File: src/hw/rtl/otwp_ram.sv
// Generic single-port-write RAM with registered read.
module otwp_ram #(
   parameter int WIDTH = 32,
   parameter int DEPTH = 32
) (
   input  logic                     clock,
   input  logic                     wr_en,
   input  logic [$clog2(DEPTH)-1:0] wr_addr,
   input  logic [WIDTH-1:0]         wr_data,
   input  logic [$clog2(DEPTH)-1:0] rd_addr,
   output logic [WIDTH-1:0]         rd_data
);
   logic [WIDTH-1:0] mem_ff [DEPTH];
   logic [WIDTH-1:0] rd_data_ff;

   always_ff @(posedge clock) begin
      if (wr_en) begin
         mem_ff[wr_addr] <= wr_data;
      end
      rd_data_ff <= mem_ff[rd_addr];
   end

   assign rd_data = rd_data_ff;
endmodule

File: config.mk
export PLATFORM = sky130hd
export DESIGN_NAME = otwp_ram
export DESIGN_NICKNAME = d
export VERILOG_FILES = /design/src/hw/rtl/otwp_ram.sv
export SDC_FILE = /design/constraint.sdc
export NUM_CORES = 1
export LEC_CHECK = 0
export BUFFER_PORTS_ARGS = -buffer_cell sky130_fd_sc_hd__buf_2
export CORE_ASPECT_RATIO = 1.5
export CORE_MARGIN = 2
export CORE_UTILIZATION = 52
export DETAILED_ROUTE_END_ITERATION = 6
export HOLD_SLACK_MARGIN = 0.03
export PLACE_DENSITY_LB_ADDON = 0.25
export SLEW_MARGIN = 40
export SYNTH_ARGS = -nofsm -noshare
export SYNTH_HDL_FRONTEND = slang
export SYNTH_SLANG_ARGS = --single-unit
File: constraint.sdc
create_clock -name clock -period 2.8 [get_ports clock]
set_clock_uncertainty 0.15 [all_clocks]
set_input_delay 0 -clock clock [delete_from_list [all_inputs] [get_ports clock]]
set_output_delay 0 -clock clock [all_outputs]
set_load 0.02 [all_outputs]
==> metrics.md <==
| Metric | Value |
|---|---|
| Post-synthesis cell area | `40,500 sq um` |
| Pin count of the biggest net entering global routing | `63` |
| Area Growth Syn to Fin | `15.0%` |
| Hold Crit Class | `in2reg` |
| Syn Nets | `2,304` |
| PwrDens | `689 nW/um^2` |
| Fmax | `373 MHz` |
| 1st-pass router iterations | `7` |
| Routed len/inst | `27.6 um` |
| IO Count | `76` |
| Dpl hpwl | `58.4 mm` |
| Final core occ | `0.602` |
| Critical path fanouts, max | `61` |
| Yosys reg bits | `1,056` |
| Crit share post-route | `0.957` |
| Post-Synth XOR/XNOR Area | `0` |
| WP data arrival | `3.04 ns` |
| # rows | `125` |
| Total wire length | `98.6 mm` |
| Chip width | `232 um` |
| Final cell count without fillers | `3,579` |
| Mux share of post-synthesis cell area | `0.127` |
| Die extent in y | `346 um` |
| H-tree levels | `3` |
| Kind of critical path | `in2reg` |
| Via count | `21.4k` |
| CP endpoint kind | `flip-flop` |
| Final Hold Fails | `0` |
| Tot Pwr | `32.1 mW` |
| Antenna-violating nets left | `0` |
| Max-cap violations | `0` |
| Mapped Cells | `2,260` |
| Required time worst endpoint | `3.16 ns` |
| Slew of the pin with the lowest slew margin | `0.875 ns` |
| Starting DRT DRC Count | `1,857` |
| Max VDD drop | `0.000556 V` |
| DR DRC count | `0` |
| Outcome | `finished, final reports clean` |
| Final RePlAce weighted congestion | `0.828` |
| Root buf cell | `clkbuf_16` |
| Inserted Diodes | `0` |
| First-pass GRT wire length | `145 mm` |
| Starting Density | `0.524` |
| Gr ovfl total | `0` |
| Synth Area in Simple Gates | `0.0310` |
| Initial antenna violation count | `3` |
| Post-synthesis compound-gate area fraction | `0.0485` |
| Rel. slew slack | `0.415` |
| Setup TNS after final layout | `0 ns` |
| Number of synthesis warnings | `0` |
| CTS clk-pin slew, worst paths | `0.06 ns` |
| CTS Buf Count | `90` |
| Skew-Pair Late Insertion Delay | `0.67 ns` |
| Post-Synth Adder-Cell Area | `0` |
| I/O Buffers | `75` |
| CTS tree | `built` |
| Startpoint types | `input pin` |
| Clock Path Buffers | `3` |
| Via density | `5.98` |
| Clk sink count | `1,056` |
| Final min period | `2.68 ns` |
| Post-synth cell types | `25` |
| Final net count | `2,530` |
| Vias in the first global route | `21.8k` |
| Slew Viols, Final | `0` |
| RSZ-0062 raised after global routing | `false` |
| Commonest non-fill, non-tap cells in the layout | `edfxtp_1, mux2i_1, nand3_1, nand2_1, buf_4` |
| Cell total after placement | `3,352` |
| Endpoints failing setup | `0` |
| Most common cell after layout, fill and taps aside | `edfxtp_1` |
| Largest family of logic cells by synthesized area | `multiplexers` |
| Static leakage | `16.4 nW` |
| Sequential fraction of the synthesis area | `0.775` |
| Mean Syn Cell Area | `17.9 sq um` |
| Placeable Area | `77,300 sq um` |
| Die area | `80,200 sq um` |
| Gr usage total | `0.248` |
| Share of layout cells above drive strength 1 | `0.147` |
sequential cells by signal, indices dropped and copies added, names as in the netlist:
register and flops:
mem_ff 1024, rd_data 32
per-layer routing:
metal / wire length, um / vias up / GRT usage
li1: - / 9423 / -
met1: 37600 / 11131 / 0.307
met2: 52600 / 684 / 0.445
met3: 5090 / 178 / 0.0300
met4: 3300 / 4 / 0.0904
met5: 27 / - / 0
per-stage QoR:
stage / setup WS, ns / area (sq um) / hold slack [ns]
6_report: 0.120 / 46500 / 0.0519
3_5_place_dp: 0.674 / 43000 / 0.269
2_1_floorplan: 0.216 / 40500 / -0.0511
4_1_cts: 0.0692 / 46600 / 0.0328
5_1_grt: 0.120 / 46500 / 0.0813
3_3_place_gp: 0.631 / 43000 / 0.274
area by class of cell:
class	count	area, sq um
fill	5591	30700
timing repair buffer	261	2300
clock buffer	126	2520
multi-input combinational	1077	8610
sequential	1056	31400
tap	1016	1270
clock inverter	43	454
synth_stat cells (all sizes together):
cell type | count | area, sq um
dfxtp | 32 | 641
nand3b | 5 | 37.5
nand2b | 2 | 12.5
or3 | 1 | 6.26
and2b | 1 | 7.51
nand2 | 98 | 368
nor2b | 1 | 6.26
a22oi | 96 | 721
a22o | 64 | 561
nor2 | 34 | 128
edfxtp | 1024 | 30700
or2 | 1 | 6.26
a31oi | 32 | 200
mux2i | 512 | 5120
a21oi | 96 | 480
or3b | 3 | 26.3
nand3 | 98 | 490
clkbuf | 48 | 188
nor3 | 32 | 160
buf | 79 | 566
and2 | 1 | 6.26
worst max-delay path: stages:
cell,delay (ns)
buf_2,0.12
dlygate4sd3_1,0.60
nor2_4,0.19
buf_12,0.33
dlygate4sd3_1,1.15
nand2_1,0.11
a31oi_1,0.34
nand3_1,0.13
logic make-up (layout without fill, tap and decap cells):
family | Yosys count | in the layout
flip-flops | 1056 | 1056
multiplexers | 512 | 512
AO/OA/AOI/OAI | 288 | 288
AND/OR/NAND/NOR | 277 | 277
buffers and inverters | 127 | 430
worst paths after layout:
path                           start  cells past startpoint             endpoint  slack (ns)
max                       rd_addr[1]                      8  rd_data[11]$_DFF_P_        0.12
min                       rd_addr[0]                      6  rd_data[18]$_DFF_P_        0.05
max reg2reg   mem_ff[6][2]$_DFFE_PP_                      7   rd_data[2]$_DFF_P_        0.45
min reg2reg  mem_ff[16][3]$_DFFE_PP_                      4   rd_data[3]$_DFF_P_        0.45
timing repair:
item,CTS,global route
hold buffers,60,0
setup endpoints to repair,0,1
resized for setup,0,0
endpoints found under the hold margin,1103,0
setup buffers,0,0
report_power, final:
group,internal [mW],leakage (nW),switching (mW)
logic,0.647,5.40,1.20
registers,17.6,9.49,0.101
clock network,7.06,1.45,5.50
(Power assumes the default switching activity.)
